==> src/design/utf16_to_utf8_transcoder_top_macros.svh <==
// ---------------------------------------------------------------------------
// Assertion macros shared by the transcoder RTL
// ---------------------------------------------------------------------------
`ifndef UTF16_TO_UTF8_TRANSCODER_TOP_MACROS_SVH
`define UTF16_TO_UTF8_TRANSCODER_TOP_MACROS_SVH

// same-cycle implication, clocked on clk, idle in reset
`define UTT_ASSERT_NOW(label, ante, cons, msg) \
	label: assert property (@(posedge clk) disable iff (!arst_n) (ante) |-> (cons)) \
		else $error(msg);

// next-cycle implication
`define UTT_ASSERT_NEXT(label, ante, cons, msg) \
	label: assert property (@(posedge clk) disable iff (!arst_n) (ante) |=> (cons)) \
		else $error(msg);

`endif

==> src/design/utt_pkg.sv <==
// ---------------------------------------------------------------------------
// utt_pkg
// Types, constants and the byte encoder shared by the transcoder modules.
// ---------------------------------------------------------------------------
package utt_pkg;

	localparam int CP_W = 21;

	localparam logic [5:0]      HIGH_PREFIX    = 6'b110110;  // D800..DBFF
	localparam logic [5:0]      LOW_PREFIX     = 6'b110111;  // DC00..DFFF
	localparam logic [CP_W-1:0] REPLACEMENT_CP = 21'h00FFFD;
	localparam logic [CP_W-1:0] SUPP_BASE      = 21'h010000;
	localparam logic [CP_W-1:0] MAX_ONE_BYTE   = 21'h00007F;
	localparam logic [CP_W-1:0] MAX_TWO_BYTE   = 21'h0007FF;
	localparam logic [CP_W-1:0] MAX_THREE_BYTE = 21'h00FFFF;
	localparam logic [2:0]      REPL_LEN       = 3'd3;

	// one job per transfer that produces output
	typedef struct packed {
		logic            pre_fffd;  // replacement for an unpaired held high surrogate
		logic            cp_valid;
		logic [CP_W-1:0] cp;
		logic [2:0]      nb;        // encoded length of cp, 1..4
	} job_t;

	function automatic logic [2:0] utt_len(input logic [CP_W-1:0] cp);
		logic [2:0] n;
		if (cp <= MAX_ONE_BYTE) begin
			n = 3'd1;
		end else if (cp <= MAX_TWO_BYTE) begin
			n = 3'd2;
		end else if (cp <= MAX_THREE_BYTE) begin
			n = 3'd3;
		end else begin
			n = 3'd4;
		end
		return n;
	endfunction

	// byte k of the nb-byte encoding of cp
	function automatic logic [7:0] utt_byte(input logic [CP_W-1:0] cp, input logic [2:0] nb,
			input logic [1:0] k);
		logic [7:0] b;
		b = {1'b0, cp[6:0]};
		case (nb)
			3'd2: begin
				b = (k == 2'd0) ? {3'b110, cp[10:6]} : {2'b10, cp[5:0]};
			end
			3'd3: begin
				case (k)
					2'd0:    b = {4'b1110, cp[15:12]};
					2'd1:    b = {2'b10, cp[11:6]};
					default: b = {2'b10, cp[5:0]};
				endcase
			end
			3'd4: begin
				case (k)
					2'd0:    b = {5'b11110, cp[20:18]};
					2'd1:    b = {2'b10, cp[17:12]};
					2'd2:    b = {2'b10, cp[11:6]};
					default: b = {2'b10, cp[5:0]};
				endcase
			end
			default: b = {1'b0, cp[6:0]};
		endcase
		return b;
	endfunction

endpackage

==> src/design/utt_front.sv <==
// ---------------------------------------------------------------------------
// utt_front
// Takes code units, pairs surrogates and turns them into encode jobs; a held high surrogate makes no job of its own.
// ---------------------------------------------------------------------------
module utt_front (
	input  logic          clk,
	input  logic          arst_n,
	input  logic          in_valid,
	input  logic          in_ready,
	input  logic [15:0]   code_unit,
	input  logic          text_end,
	output logic          push,
	output utt_pkg::job_t job
);
	import utt_pkg::*;

	logic       pending_q;
	logic [9:0] high_bits_q;
	logic       is_high;
	logic       is_low;
	logic       accept;

	assign is_high = (code_unit[15:10] == HIGH_PREFIX);
	assign is_low  = (code_unit[15:10] == LOW_PREFIX);
	assign accept  = in_valid && in_ready;

	always_comb begin
		job = '0;
		job.pre_fffd = pending_q && !is_low;
		if (pending_q && is_low) begin
			job.cp_valid = 1'b1;
			job.cp = SUPP_BASE + {1'b0, high_bits_q, code_unit[9:0]};
		end else if (is_high) begin
			// held unless the string ends here
			job.cp_valid = text_end;
			job.cp = REPLACEMENT_CP;
		end else if (is_low) begin
			job.cp_valid = 1'b1;
			job.cp = REPLACEMENT_CP;
		end else begin
			job.cp_valid = 1'b1;
			job.cp = {5'd0, code_unit};
		end
		job.nb = utt_len(job.cp);
	end

	assign push = accept && (job.pre_fffd || job.cp_valid);

	always_ff @(posedge clk or negedge arst_n) begin
		if (!arst_n) begin
			pending_q <= 1'b0;
		end else if (accept) begin
			pending_q <= is_high && !text_end;
		end
	end

	always_ff @(posedge clk) begin
		if (accept && is_high) begin
			high_bits_q <= code_unit[9:0];
		end
	end

endmodule

==> src/design/utt_fifo.sv <==
// ---------------------------------------------------------------------------
// utt_fifo
// Short job queue between the front and the byte sequencer.
// ---------------------------------------------------------------------------
module utt_fifo #(
	parameter int DEPTH = 4
) (
	input  logic          clk,
	input  logic          arst_n,
	input  logic          push,
	input  utt_pkg::job_t wr_job,
	output logic          full,
	input  logic          pop,
	output logic          rd_valid,
	output utt_pkg::job_t rd_job
);
	import utt_pkg::*;

	localparam int AW = (DEPTH > 1) ? $clog2(DEPTH) : 1;
	localparam int CW = $clog2(DEPTH + 1);
	localparam logic [AW-1:0] LAST_IDX   = AW'(DEPTH - 1);
	localparam logic [CW-1:0] FULL_COUNT = CW'(DEPTH);

	job_t          mem_q [DEPTH];
	logic [AW-1:0] wr_ptr_q;
	logic [AW-1:0] rd_ptr_q;
	logic [CW-1:0] count_q;

	assign full     = (count_q == FULL_COUNT);
	assign rd_valid = (count_q != '0);
	assign rd_job   = mem_q[rd_ptr_q];

	always_ff @(posedge clk or negedge arst_n) begin
		if (!arst_n) begin
			wr_ptr_q <= '0;
			rd_ptr_q <= '0;
			count_q  <= '0;
		end else begin
			if (push) begin
				wr_ptr_q <= (wr_ptr_q == LAST_IDX) ? '0 : wr_ptr_q + 1'b1;
			end
			if (pop) begin
				rd_ptr_q <= (rd_ptr_q == LAST_IDX) ? '0 : rd_ptr_q + 1'b1;
			end
			if (push && !pop) begin
				count_q <= count_q + 1'b1;
			end else if (pop && !push) begin
				count_q <= count_q - 1'b1;
			end
		end
	end

	always_ff @(posedge clk) begin
		if (push) begin
			mem_q[wr_ptr_q] <= wr_job;
		end
	end

endmodule

==> src/design/utt_back.sv <==
// ---------------------------------------------------------------------------
// utt_back
// Steps through the bytes of each job into the output register.
// ---------------------------------------------------------------------------
module utt_back (
	input  logic          clk,
	input  logic          arst_n,
	input  logic          job_valid,
	input  utt_pkg::job_t job,
	output logic          pop,
	output logic          out_valid,
	input  logic          out_ready,
	output logic [7:0]    utf8_byte,
	output logic          run_last
);
	import utt_pkg::*;

	`include "utf16_to_utf8_transcoder_top_macros.svh"

	logic [2:0] idx_q;
	logic       valid_q;
	logic [7:0] byte_q;
	logic       last_q;
	logic [2:0] total;
	logic [2:0] off;
	logic       load;
	logic       at_end;
	logic [7:0] next_byte;

	assign total  = (job.pre_fffd ? REPL_LEN : 3'd0) + (job.cp_valid ? job.nb : 3'd0);
	assign off    = idx_q - (job.pre_fffd ? REPL_LEN : 3'd0);
	assign load   = job_valid && (!valid_q || out_ready);
	assign at_end = (idx_q == total - 3'd1);
	assign pop    = load && at_end;

	always_comb begin
		if (job.pre_fffd && (idx_q < REPL_LEN)) begin
			next_byte = utt_byte(REPLACEMENT_CP, REPL_LEN, idx_q[1:0]);
		end else begin
			next_byte = utt_byte(job.cp, job.nb, off[1:0]);
		end
	end

	always_ff @(posedge clk or negedge arst_n) begin
		if (!arst_n) begin
			idx_q   <= '0;
			valid_q <= 1'b0;
		end else begin
			if (load) begin
				idx_q   <= at_end ? 3'd0 : idx_q + 3'd1;
				valid_q <= 1'b1;
			end else if (out_ready) begin
				valid_q <= 1'b0;
			end
		end
	end

	always_ff @(posedge clk) begin
		if (load) begin
			byte_q <= next_byte;
			last_q <= at_end;
		end
	end

	assign out_valid = valid_q;
	assign utf8_byte = byte_q;
	assign run_last  = last_q;

	`UTT_ASSERT_NOW(a_idx_in_job, job_valid, idx_q < total, "byte index past end of job")
	`UTT_ASSERT_NOW(a_job_nonempty, job_valid, job.pre_fffd || job.cp_valid, "empty job queued")
	`UTT_ASSERT_NEXT(a_idx_restart, pop, idx_q == 3'd0, "byte index not cleared after job")
	`UTT_ASSERT_NEXT(a_last_marks_pop, load && at_end, valid_q && last_q, "last byte not flagged")

endmodule

==> src/design/utf16_to_utf8_transcoder_top.sv <==
// ---------------------------------------------------------------------------
// utf16_to_utf8_transcoder_top
// UTF-16 code units in, UTF-8 bytes out, with surrogate pairing.
// ---------------------------------------------------------------------------
// One code unit is taken per cycle while the job queue has room; bytes leave
// at one per cycle while m_tready is high, from a single output register; a unit
// yields 1 to 4 bytes, up to 6 after an unpaired high surrogate (U+FFFD first).
// A held high surrogate produces no bytes until the next unit. m_tlast marks
// the last byte caused by an input transfer. The byte sequencer and its
// output register set the sustained rate; the queue of QUEUE_DEPTH jobs lets
// input keep flowing while a multi-byte sequence drains.
module utf16_to_utf8_transcoder_top #(
	parameter int QUEUE_DEPTH = 4
) (
	input  logic        clk,
	input  logic        arst_n,
	input  logic        s_tvalid,
	output logic        s_tready,
	input  logic [15:0] s_tdata,   // [15:0] code_unit
	input  logic        s_tlast,   // text_end
	output logic        m_tvalid,
	input  logic        m_tready,
	output logic [7:0]  m_tdata,   // [7:0] utf8_byte
	output logic        m_tlast    // run_last
);
	import utt_pkg::*;

	job_t wr_job;
	job_t rd_job;
	logic push;
	logic full;
	logic pop;
	logic rd_valid;

	assign s_tready = !full;

	utt_front u_front (
		.clk       (clk),
		.arst_n    (arst_n),
		.in_valid  (s_tvalid),
		.in_ready  (s_tready),
		.code_unit (s_tdata),
		.text_end  (s_tlast),
		.push      (push),
		.job       (wr_job)
	);

	utt_fifo #(
		.DEPTH (QUEUE_DEPTH)
	) u_fifo (
		.clk      (clk),
		.arst_n   (arst_n),
		.push     (push),
		.wr_job   (wr_job),
		.full     (full),
		.pop      (pop),
		.rd_valid (rd_valid),
		.rd_job   (rd_job)
	);

	utt_back u_back (
		.clk       (clk),
		.arst_n    (arst_n),
		.job_valid (rd_valid),
		.job       (rd_job),
		.pop       (pop),
		.out_valid (m_tvalid),
		.out_ready (m_tready),
		.utf8_byte (m_tdata),
		.run_last  (m_tlast)
	);

endmodule
==> config.mk <==
export PLATFORM = sky130hd
export DESIGN_NAME = utf16_to_utf8_transcoder_top
export DESIGN_NICKNAME = d
export VERILOG_FILES = /design/src/design/utt_pkg.sv /design/src/design/utt_front.sv /design/src/design/utt_fifo.sv /design/src/design/utt_back.sv /design/src/design/utf16_to_utf8_transcoder_top.sv
export VERILOG_INCLUDE_DIRS = /design/src /design/src/design
export SDC_FILE = /design/constraint.sdc
export NUM_CORES = 1
export LEC_CHECK = 0
export ABC_AREA = 1
export BUFFER_PORTS_ARGS = -buffer_cell sky130_fd_sc_hd__buf_4
export CAP_MARGIN = 40
export CORE_UTILIZATION = 64
export CTS_CLUSTER_SIZE = 40
export DETAILED_ROUTE_END_ITERATION = 6
export HOLD_SLACK_MARGIN = 0.02
export PLACE_DENSITY = 0.83
export SLEW_MARGIN = 20
export SYNTH_ARGS = -nofsm -noshare
export SYNTH_HDL_FRONTEND = slang
export SYNTH_SLANG_ARGS = --single-unit
==> constraint.sdc <==
create_clock -name clk -period 5.7 [get_ports clk]
set_input_delay 0.57 -clock clk [delete_from_list [all_inputs] [get_ports clk]]
set_output_delay 0.57 -clock clk [all_outputs]
set_load 0.05 [all_outputs]
After elaboration in Yosys (flattened, before gate mapping)
Memory sizes are Yosys's and may differ from the RTL's.
Index checks and enable logic that the tools add are counted.
- memories: 1
- word-level logic and storage cells: 82
- input port bits: 21
- flip-flop bits (word level): 31
- memory bits (writable): 104
- memories (memory ; words ; width ; read ports ; clocked after Yosys merged registers in ; wr ports ; line ; RTL):
    u_fifo.mem_q ; 4 ; 26 ; 1 ; 0 ; 1 ; utt_fifo.sv:24 ; job_t mem_q [DEPTH];
- order comparisons: 4
- reductions and logical operators: 24
- add/sub/neg operators: 9
- equality and inequality tests: 12
- multiplexer cells: 23
- operator list (operator ; number):
    2-to-1 mux 22 bit ; 2
    one-hot mux 7 bit (2 select lines) ; 2
    one-hot mux 8 bit (3 select lines) ; 1
    adder 17 x 20 -> 21 bit (first input constant) ; 1
    <= comparator 21 x 11 -> 1 bit (second input constant) ; 1
    <= comparator 21 x 16 -> 1 bit (second input constant) ; 1
    <= comparator 21 x 7 -> 1 bit (second input constant) ; 1
    2-to-1 mux 3 bit ; 7
    one-hot mux 7 bit (3 select lines) ; 1
    2-to-1 mux 16 bit ; 1
    == test 6 bit (second input constant) ; 2
    logical AND 1 bit ; 11
    2-to-1 mux 8 bit ; 1
    2-to-1 mux 7 bit ; 1
    adder 3 x 1 -> 3 bit (second input constant) ; 2
    == test 2 bit (second input constant) ; 3
    == test 3 x 2 -> 1 bit (second input constant) ; 2
    == test 3 bit (second input constant) ; 2
    logical NOT 1 bit ; 6
    2-to-1 mux 2 bit ; 3
    subtractor 3 x 1 -> 3 bit (second input constant) ; 2
    adder 2 x 1 -> 2 bit (second input constant) ; 2
    == test 2 x 1 -> 1 bit (second input constant) ; 2
    logical NOT 2 bit ; 2
    other kinds (8) ; 13

Logic depth before layout (Yosys ltp)
Gate-level depths: netlist of the first run.
- depth after elaboration: 10
- gate-level depth with buffers: 20
- gate-level depth less buffers: 20

By module
A second synthesis of the first run with hierarchy kept.
- cell total of the unflattened synthesis: 683
- area total of the unflattened synthesis: 6955.4 um^2
- by module, submodules not included (module ; area an instance (um^2) ; times used ; cells an instance):
    utt_fifo ; 4724.5 ; 1 ; 356
    utt_back ; 1390.1 ; 1 ; 216
    utt_front ; 837.1 ; 1 ; 110
    utf16_to_utf8_transcoder_top ; 3.8 ; 1 ; 1

Least setup slack after synthesis of the first run
No wires, ideal clock.
- path type: register to register
- start: register u_fifo.rd_ptr_q[0]
- end: register u_fifo.count_q[2]
- path slack: 2.469 ns
- arrival time: 3.100 ns
- stages on the path, launching flop included: 19
- cells stage by stage: dfrtp_1 buf_6 buf_6 o21ai_2 o22ai_2 nand2_1 ha_1 inv_1 ha_1 xnor2_1 xor2_1 xor2_2 nand3_2 ha_1 inv_1 fa_1 a21oi_1 o21ai_0 xor2_1
- word-level cells in the longest chain between the ends: 9
- elaborated cells on any way between the ends: 12
- classes of those cells: add/sub: 2; eq/ne: 1; mux: 3; reduce/logical: 5; memory: 1
- ends and longest elaborated chain (element ; line ; RTL):
    start, declared ; utt_fifo.sv:26 ; logic [AW-1:0] rd_ptr_q;
    start signal, assigned ; utt_fifo.sv:43 ; rd_ptr_q <= (rd_ptr_q == LAST_IDX) ? '0 : rd_ptr_q + 1'b1;
    memory read (4 x 26 bit) (*) ; -- ;
    2-to-1 mux 2 bit / 2-to-1 mux 3 bit (equally long branches) ; utt_back.sv:30 ; assign total = (job.pre_fffd ? REPL_LEN : 3'd0) + (job.cp_valid ? job.nb : 3'd0);
    adder 2 x 3 -> 3 bit (*) ; utt_back.sv:30 ;
    subtractor 3 x 1 -> 3 bit (*) ; utt_back.sv:33 ; assign at_end = (idx_q == total - 3'd1);
    == test 3 bit (*) ; utt_back.sv:33 ;
    logical AND 1 bit (*) ; utt_back.sv:34 ; assign pop = load && at_end;
    logical NOT 1 bit ; utt_fifo.sv:45 ; if (push && !pop) begin
    logical AND 1 bit ; utt_fifo.sv:45 ;
    2-to-1 mux 3 bit / nonzero test 2 bit (equally long branches) ; -- ;
    end signal, assigned ; utt_fifo.sv:46 ; count_q <= count_q + 1'b1;
    end signal, assigned ; utt_fifo.sv:48 ; count_q <= count_q - 1'b1;
    end, declared ; utt_fifo.sv:27 ; logic [CW-1:0] count_q;
Every way passes the cells marked *; elsewhere a longest branch is shown, timed or not.
A chain may end at the register's enable or synchronous reset.

Worst setup path in the final report of the first run
- start: register u_fifo.rd_ptr_q[1]
- end: register u_fifo.count_q[2]
Same word-level chain as after synthesis.

==> results_dict.tcl, run 1 <==
set metrics [dict create \
    grt_pass1_wl_um 23800 \
    finalCritPeriodShare_pct 68.3 \
    layout.area.seq_um2 3990 \
    fillers 599 \
    tns_ns 0 \
    hp-start "s_tdata[5]" \
    remaining_drc_errors 0 \
    crit_arrival_ns 4.30 \
    critical_path_class "reg -> reg" \
    critPathLaunchType "flip-flop" \
    rows 36 \
    hpwl_um 10100 \
    coreArea_um2 9860 \
    final_cells 841 \
    worst_r2r_path_depth 17 \
    grtUsageTotal_pct 31.4 \
    totalWireLength_um 15200 \
    reg2reg_from "u_fifo.rd_ptr_q[1]" \
    dieArea_um2 10700 \
    vdd_ir_drop_max_uv 354 \
    pre_cts_slack_ns 1.30 \
    holdPathStages 1 \
    htree_num_levels 4 \
    hold_path_end "u_front.high_bits_q[5]" \
    first_global_vias 4888 \
    required_ns 6.10 \
    place.port_buffers 31 \
    path_max_fanout 26 \
    antenna_found_initial 0 \
    cts_tree "done" \
    rsz0062_at_grt "false" \
    setup_violations 0 \
    synthTopCellsByArea "edfxtp_1 56%, nand2_1 11%, nand3_1 5.3%, dfrtp_1 4.6%, inv_1 4.2%" \
    final_antenna_net_count 0 \
    fin_area_um2 7630 \
    die_y_um 103 \
    reg2reg_to "u_fifo.count_q[2]" \
    grt_max_degree 51 \
    cpMostUsedCell "ha_1" \
    dr.pass1.iters 6 \
    die_w_um 103 \
    place_congestion 0.914 \
    drt_iter0_drc 372 \
    slowest_delay_ns 0.61 \
    postCtsSetupBuffers 0 \
    drive_gt1_share_pct 16.8 \
    worst_slack_ns 1.81 \
    netlist_area_um2 6580 \
    rrSetupSlack_ns 1.81 \
    cp-end-kind "flip-flop" \
    leakage_nw 3.24 \
    dpl.cell_count 804 \
    yosys_warnings 0 \
    startpoint "u_fifo.rd_ptr_q[1]" \
    synthCells 653 \
    start_util_pct 66.7 \
    area_growth_pct 16.0 \
    cts_sinks 135 \
    maxCapViolCount 0 \
    cts_hold_buf 1 \
    slew_violations 0 \
    routedWlPerCell_um 18.1 \
    post_cts_resized 0 \
    syn_avg_cell_area_um2 10.1 \
    fin_crit_ns 3.89 \
    slew_headroom_pct 55.2 \
    nets 732 \
    final_common_cell "nand2_1" \
    cp_slowest_cell "dfrtp_1" \
    fmax_mhz 257 \
    power.density_nw_per_um2 614 \
    yosysUniqueCellTypes 39 \
    ios 32 \
    cts_root_buffer "clkbuf_8" \
    status "finished, final reports clean" \
    crit_chain "inv_4 > o21ai_1 > o22ai_2 > nand2_1 > ha_1 > inv_1 > ha_1 > xnor2_1 > xor2_1 > xor2_2 > nand3_2 > ha_1 > inv_1 > fa_1 > a21oi_1 > o21ai_0 > xor2_1" \
    final_cell_mix "189 x nand2_1, 123 x edfxtp_1, 73 x inv_1, 70 x nand3_1, 45 x nor2_1" \
    synth-seq-area-share_pct 60.7 \
    ys_ff_latch 135 \
    clk_pin_slew_ns 0.06 \
    diodes 0 \
    fin_skew_ns 0.00945 \
    clk_latency_ns 0.53 \
    worstMarginPinSlew_ns 0.666 \
    clk_path_buf_depth 2 \
    via_count 4849 \
    dpl_cell_area_um2 6960 \
    synth_top_area_share_pct 56.2 \
    overflow 0 \
    multi_input_area_um2 2160 \
    hold_violations 0 \
    hp-class "in -> reg" \
    vias_per_cell 5.77 \
    synth_nets 690 \
    cts_made_buffers 17 \
    yosysTopAreaCell "edfxtp_1" \
]
## where the power goes
group	leakage [nW]	internal, W	total [W]	switching, W
Sequential	1.28	0.00134	0.00143	0.0000874
Clock	0.280	0.000652	0.00107	0.000420
Combinational	1.69	0.000676	0.00219	0.00151
Total	3.24	0.00267	0.00468	0.00202
## worst max-delay path by stage
stage and endpoint:
4_1_cts u_fifo.count_q[2], 3_3_place_gp u_fifo.count_q[2], 2_1_floorplan u_fifo.count_q[2], 6_report u_fifo.count_q[2]
5_1_grt u_fifo.count_q[2], 3_5_place_dp u_fifo.count_q[2]
## metal layers
metal | track usage, % | routed length, µm | vias to the layer above
met5 | 0 | 0 | -
met4 | 16.6 | 399 | 0
met3 | 8.20 | 1250 | 32
met2 | 53.0 | 7810 | 256
met1 | 37.1 | 5780 | 2310
li1 | - | - | 2251
## logic make-up (layout without fill, tap and decap cells)
kind of cell	Yosys count	in the layout	synth area share [%]
AO/OA/AOI/OAI	48	48	4.17
XOR/XNOR	8	8	1.18
buffers and inverters	99	154	6.87
adder cells (fa/ha/maj)	16	16	3.16
AND/OR/NAND/NOR	347	347	23.9
flip-flops	135	135	60.7
## flip-flops by register name, indices dropped and copies added, names as in the netlist
name / cells
u_fifo.rd_ptr_q: 2
u_back.idx_q: 3
u_back.out_valid: 1
u_fifo.wr_ptr_q: 2
u_fifo.mem_q: 104
u_back.utf8_byte: 8
u_fifo.count_q: 3
u_front.high_bits_q: 10
u_front.pending_q: 1
u_back.run_last: 1
## cell usage after synthesis (all sizes together)
cell,number
o21ai,32
dfrtp,12
buf,17
ha,15
o22a,1
edfxtp,123
nor2,55
xnor2,2
nand3,77
a31oi,1
clkbuf,2
inv,80
nor3,2
fa,1
and2,1
xor2,6
a21oi,7
nand2,201
or2,6
nand4,5
o22ai,5
o211ai,2
## final cells by class
class                   count  share of cell area, %
clock inverters            12                   1.87
inverters                  80                   3.97
clock buffers              20                   5.84
repair buffers             42                   5.48
well taps                 133                   2.18
multi-input cells         419                   28.3
flip-flops and latches    135                   52.3
## worst max-delay path, delay by kind of cell (launching register included)
family	cells	cell delay [ns]
AOI/OAI and AO/OA	4	0.57
xor gates and xnor gates	4	0.77
adders and majority gates	4	1.08
buffers and inverters	3	0.51
DFF	1	0.61
and+or+nand+nor	2	0.22
## through the flow
stage          hold WS, ns  utilization (%)  total power, W
3_3_place_gp         0.432             69.7         0.00343
6_report             0.223             77.3         0.00468
2_1_floorplan        0.274                -         0.00302
4_1_cts              0.213             76.6         0.00463
3_5_place_dp         0.437             70.6         0.00354
5_1_grt              0.208             77.3         0.00497
No activity file was read; power rests on OpenSTA's default activity.
==> run 2, diff against run 1 <==
Settings changed: CORE_UTILIZATION 64 to 61, PLACE_DENSITY 0.83 to 0.79.
Clock period 5.7 ns to 4 ns, I/O delays scaled along.
==> results_dict.tcl, run 2 (synthesized netlist as in run 1, its figures left out) <==
set metrics [dict create \
    final_common_cell "nand2_1" \
    crit_arrival_ns 4.07 \
    cpMostUsedCell "ha_1" \
    dpl.cell_count 810 \
    critPathLaunchType "flip-flop" \
    slew_headroom_pct 59.4 \
    post_cts_resized 0 \
    cts_tree "done" \
    cts_hold_buf 1 \
    rrSetupSlack_ns 0.32 \
    status "finished, final reports clean" \
    final_cells 843 \
    pre_cts_slack_ns 0.359 \
    dr.pass1.iters 5 \
    power.density_nw_per_um2 859 \
    clk_latency_ns 0.53 \
    cp-end-kind "flip-flop" \
    drive_gt1_share_pct 16.1 \
    grt_max_degree 40 \
    crit_chain "inv_4 > o21ai_1 > o22ai_2 > nand2_1 > ha_1 > inv_1 > ha_1 > xnor2_1 > xor2_1 > xor2_2 > nand3_2 > ha_1 > inv_1 > fa_1 > a21oi_1 > o21ai_0 > xor2_1" \
    htree_num_levels 4 \
    drt_iter0_drc 446 \
    hold_violations 0 \
    overflow 0 \
    routedWlPerCell_um 17.6 \
    worstMarginPinSlew_ns 0.609 \
    tns_ns 0 \
    leakage_nw 3.21 \
    dieArea_um2 11200 \
    slowest_delay_ns 0.50 \
    rsz0062_at_grt "false" \
    worst-path-buf-inv 3 \
    final_cell_mix "189 x nand2_1, 123 x edfxtp_1, 73 x inv_1, 70 x nand3_1, 45 x nor2_1" \
    vdd_ir_drop_max_uv 669 \
    rows 37 \
    hpwl_um 10100 \
    final_antenna_net_count 0 \
    p_total_w 0.00651 \
    place_congestion 0.940 \
    setup_violations 0 \
    die_y_um 106 \
    clk_path_buf_depth 2 \
    fillers 726 \
    coreArea_um2 10400 \
    maxCapViolCount 0 \
    fin_skew_ns 0.0118 \
    path_max_fanout 26 \
    path_delay_family "adder cells" \
    diodes 0 \
    area_growth_pct 15.1 \
    hp-start "s_tdata[9]" \
    cts_root_buffer "clkbuf_8" \
    fin_crit_ns 3.68 \
    nets 732 \
    cts_sinks 135 \
    startpoint "u_fifo.rd_ptr_q[1]" \
    finalCritPeriodShare_pct 92.0 \
    reg2reg_from "u_fifo.rd_ptr_q[1]" \
    top_register "u_fifo.mem_q" \
    grt_pass1_wl_um 23500 \
    fmax_mhz 272 \
    remaining_drc_errors 0 \
    vias_per_cell 5.56 \
    totalWireLength_um 14900 \
    hp-class "in -> reg" \
    critical_path_class "reg -> reg" \
    worst_slack_ns 0.321 \
    via_count 4683 \
    largest_reg_flops 104 \
    first_global_vias 4654 \
    die_w_um 106 \
    cts_made_buffers 17 \
    ios 32 \
    start_util_pct 63.4 \
    clk_pin_slew_ns 0.06 \
    cp_slowest_cell "dfrtp_1" \
    required_ns 4.39 \
    grtUsageTotal_pct 28.5 \
    postCtsSetupBuffers 0 \
    slew_violations 0 \
    antenna_found_initial 0 \
    place.port_buffers 31 \
]
==> run 2: power breakdown <==
group | internal, W | leakage (nW) | switching [W]
combinational | 0.000940 | 1.68 | 0.00208
clock | 0.000876 | 0.258 | 0.000572
sequential | 0.00191 | 1.28 | 0.000131
==> run 2: worst paths after layout <==
kind | endpoint | depth (start not counted)
max in group asynchronous | u_fifo.wr_ptr_q[0] | 2
min in group asynchronous | u_back.out_valid | 2
max reg2reg | u_fifo.count_q[2] | 17
max | u_fifo.count_q[2] | 17
min reg2reg | u_fifo.count_q[0] | 1
min | u_front.high_bits_q[9] | 1
==> run 2: per-layer routing <==
metal / share of wire, % / GRT usage, %
met2: 51 / 49.1
met1: 40 / 35.0
met5: 0 / 0
met4: 2.0 / 11.4
met3: 7.4 / 6.31
==> run 2: cell type report <==
class	count	area, µm²	share of cell area (%)
inverter	80	303	4.00
clock buffer	18	418	5.52
clock inverter	13	129	1.70
sequential	135	3990	52.7
timing repair buffer	42	398	5.25
tap	136	170	2.25
multi-input combinational	419	2160	28.5
==> run 2: through the flow <==
step           instance area, µm²  utilization, %  hold WS [ns]
6_report                     7570            73.0        0.0565
5_1_grt                      7570            73.0        0.0429
4_1_cts                      7560            72.9        0.0389
3_5_place_dp                 7010            67.6         0.259
3_3_place_gp                 6900            66.5         0.256
2_1_floorplan                6580               -         0.104
==> run 3, diff against run 2 <==
Settings changed: BUFFER_PORTS_ARGS -buffer_cell sky130_fd_sc_hd__buf_4 to not set, CORE_UTILIZATION 61 to 64, DONT_BUFFER_PORTS set to 1, PLACE_DENSITY 0.79 to 0.8, SKIP_CTS_REPAIR_TIMING set to 1.
==> results_dict.tcl, run 3 (synthesized netlist as in run 1, its figures left out) <==
set metrics [dict create \
    status "finished, final reports clean" \
    p_clk_share_pct 22.8 \
    final_cell_mix "189 x nand2_1, 123 x edfxtp_1, 73 x inv_1, 70 x nand3_1, 45 x nor2_1" \
    place.port_buffers 0 \
    cts_root_buffer "clkbuf_8" \
    cts_sinks 135 \
    vias_per_cell 5.70 \
    area_growth_pct 11.6 \
    rrSetupSlack_ns 0.53 \
    p_sw_share_pct 43.4 \
    start_util_pct 66.7 \
    antenna_found_initial 0 \
    grt_use_met2_pct 50.4 \
    layout.area.seq_um2 3990 \
    dpl_cell_area_um2 6680 \
    drt_iter0_drc 469 \
    hold_violations 0 \
    coreArea_um2 9860 \
    seq_power_share_pct 34.6 \
    reg2reg_from "u_fifo.rd_ptr_q[0]" \
    hold_path_end "u_front.pending_q" \
    grt_pass1_wl_um 22800 \
    cts_tree "done" \
    hp-class "in -> reg" \
    tns_ns 0 \
    p_int_w 0.00362 \
    die_w_um 103 \
    ios 32 \
    clk_latency_ns 0.53 \
    cp-end-kind "flip-flop" \
    rows 36 \
    grtUsageMet3_pct 7.26 \
    rsz0062_at_grt "false" \
    final_antenna_net_count 0 \
    top_usage_layer "met2" \
    worstMarginPinSlew_ns 0.817 \
    finalCritPeriodShare_pct 86.7 \
    grt_max_degree 47 \
    holdPathStages 3 \
    die_y_um 103 \
    place_congestion 0.937 \
    leakage_nw 3.09 \
    final_common_cell "nand2_1" \
    drive_gt1_share_pct 12.4 \
    hp-start "s_tlast" \
    via_count 4665 \
    clk_pin_slew_ns 0.06 \
    fin_skew_ns 0.0116 \
    grt_util_met1_pct 36.8 \
    multi_input_area_um2 2140 \
    slew_violations 0 \
    nets 711 \
    hpwl_um 9690 \
    maxCapViolCount 0 \
    dr.pass1.iters 6 \
    fmax_mhz 288 \
    crit_arrival_ns 3.87 \
    finalCoreUtilization_pct 74.4 \
    largest_reg_flops 104 \
    critPathLaunchType "flip-flop" \
    vdd_ir_drop_max_uv 441 \
    first_global_vias 4489 \
    grtUsageTotal_pct 30.2 \
    remaining_drc_errors 0 \
    slew_headroom_pct 45.3 \
    fin_crit_ns 3.47 \
    htree_num_levels 4 \
    totalWireLength_um 15100 \
    dieArea_um2 10700 \
    diodes 0 \
    top_register "u_fifo.mem_q" \
    critical_path_class "reg -> reg" \
    reg2reg_to "u_fifo.count_q[2]" \
    power.density_nw_per_um2 872 \
    p_sw_w 0.00278 \
    fillers 625 \
    overflow 0 \
    cts_made_buffers 17 \
    setup_violations 0 \
    routedWlPerCell_um 18.4 \
    path_max_fanout 11 \
    required_ns 4.40 \
    combPwrFrac_pct 42.6 \
    fin_area_um2 7340 \
    worst_r2r_path_depth 18 \
    clk_path_buf_depth 2 \
]
-- run 3: cell types whose count changed in the layout (fill, tap and decap cells not counted) --
cell           previous run  this run
buf_16                    4         0
buf_4                    37        10
clkbuf_1                  1         2
clkinv_1                  4         1
clkinv_2                  1         4
clkinvlp_4                3         1
dlygate4sd3_1             1        11
inv_6                     2         3
nor2_2                    2         6
nor2_4                    8         4
-- run 3: worst max-delay path by stage --
stage | from | end | slack [ns] | depth (start not counted)
after global placement | u_fifo.rd_ptr_q[0] | u_fifo.count_q[2] | 0.73 | 17
after floorplan | u_fifo.rd_ptr_q[0] | u_fifo.count_q[2] | 0.77 | 18
final | u_fifo.rd_ptr_q[0] | u_fifo.count_q[2] | 0.53 | 18
after global routing | u_fifo.rd_ptr_q[1] | u_fifo.count_q[2] | 0.30 | 17
after detailed placement | u_fifo.rd_ptr_q[0] | u_fifo.count_q[2] | 0.57 | 17
after CTS | u_fifo.rd_ptr_q[0] | u_fifo.count_q[2] | 0.52 | 18
-- run 3: critical path, stage by stage (launching register included) --
cell and delay (ns):
dfrtp_1 0.40, buf_4 0.19, o21ai_1 0.18, nand2_1 0.08, nand2_2 0.09, nand2_1 0.07, ha_1 0.27, inv_1 0.04
ha_1 0.21, xnor2_1 0.19, xor2_1 0.26, xor2_2 0.12, nand3_2 0.12, ha_1 0.16, inv_1 0.08, fa_1 0.47
a21oi_1 0.16, o21ai_0 0.12, xor2_1 0.15
-- run 3: power groups by stage --
stage	Clock (W)	Combinational (W)	Sequential, W
5_1_grt	0.00152	0.00305	0.00224
3_3_place_gp	0	0.00258	0.00223
3_5_place_dp	0	0.00268	0.00224
4_1_cts	0.00146	0.00270	0.00221
6_report	0.00146	0.00273	0.00221
2_1_floorplan	0	0.00210	0.00220
-- run 3: layout make-up --
type | instances | share of cell area [%]
inverters | 80 | 4.13
clock inverters | 12 | 1.72
well taps | 133 | 2.27
repair buffers | 21 | 2.52
flip-flops and latches | 135 | 54.4
multi-input cells | 419 | 29.2
clock buffers | 19 | 5.75
-- run 3: per-stage QoR --
step           instances  power [W]  setup slack (ns)  hold WS, ns
2_1_floorplan        653    0.00430             0.769        0.104
3_3_place_gp         777    0.00481             0.734        0.105
3_5_place_dp         777    0.00492             0.566        0.105
4_1_cts              808    0.00638             0.518       -0.457
5_1_grt              819    0.00681             0.299        0.104
6_report             819    0.00640             0.533       0.0975
-- run 3: routing by layer --
metal | part of all wire (%) | vias up
met4 | 3.3 | 0
met1 | 39 | 2196
met5 | 0 | -
met2 | 51 | 227
met3 | 7.3 | 41
li1 | - | 2201
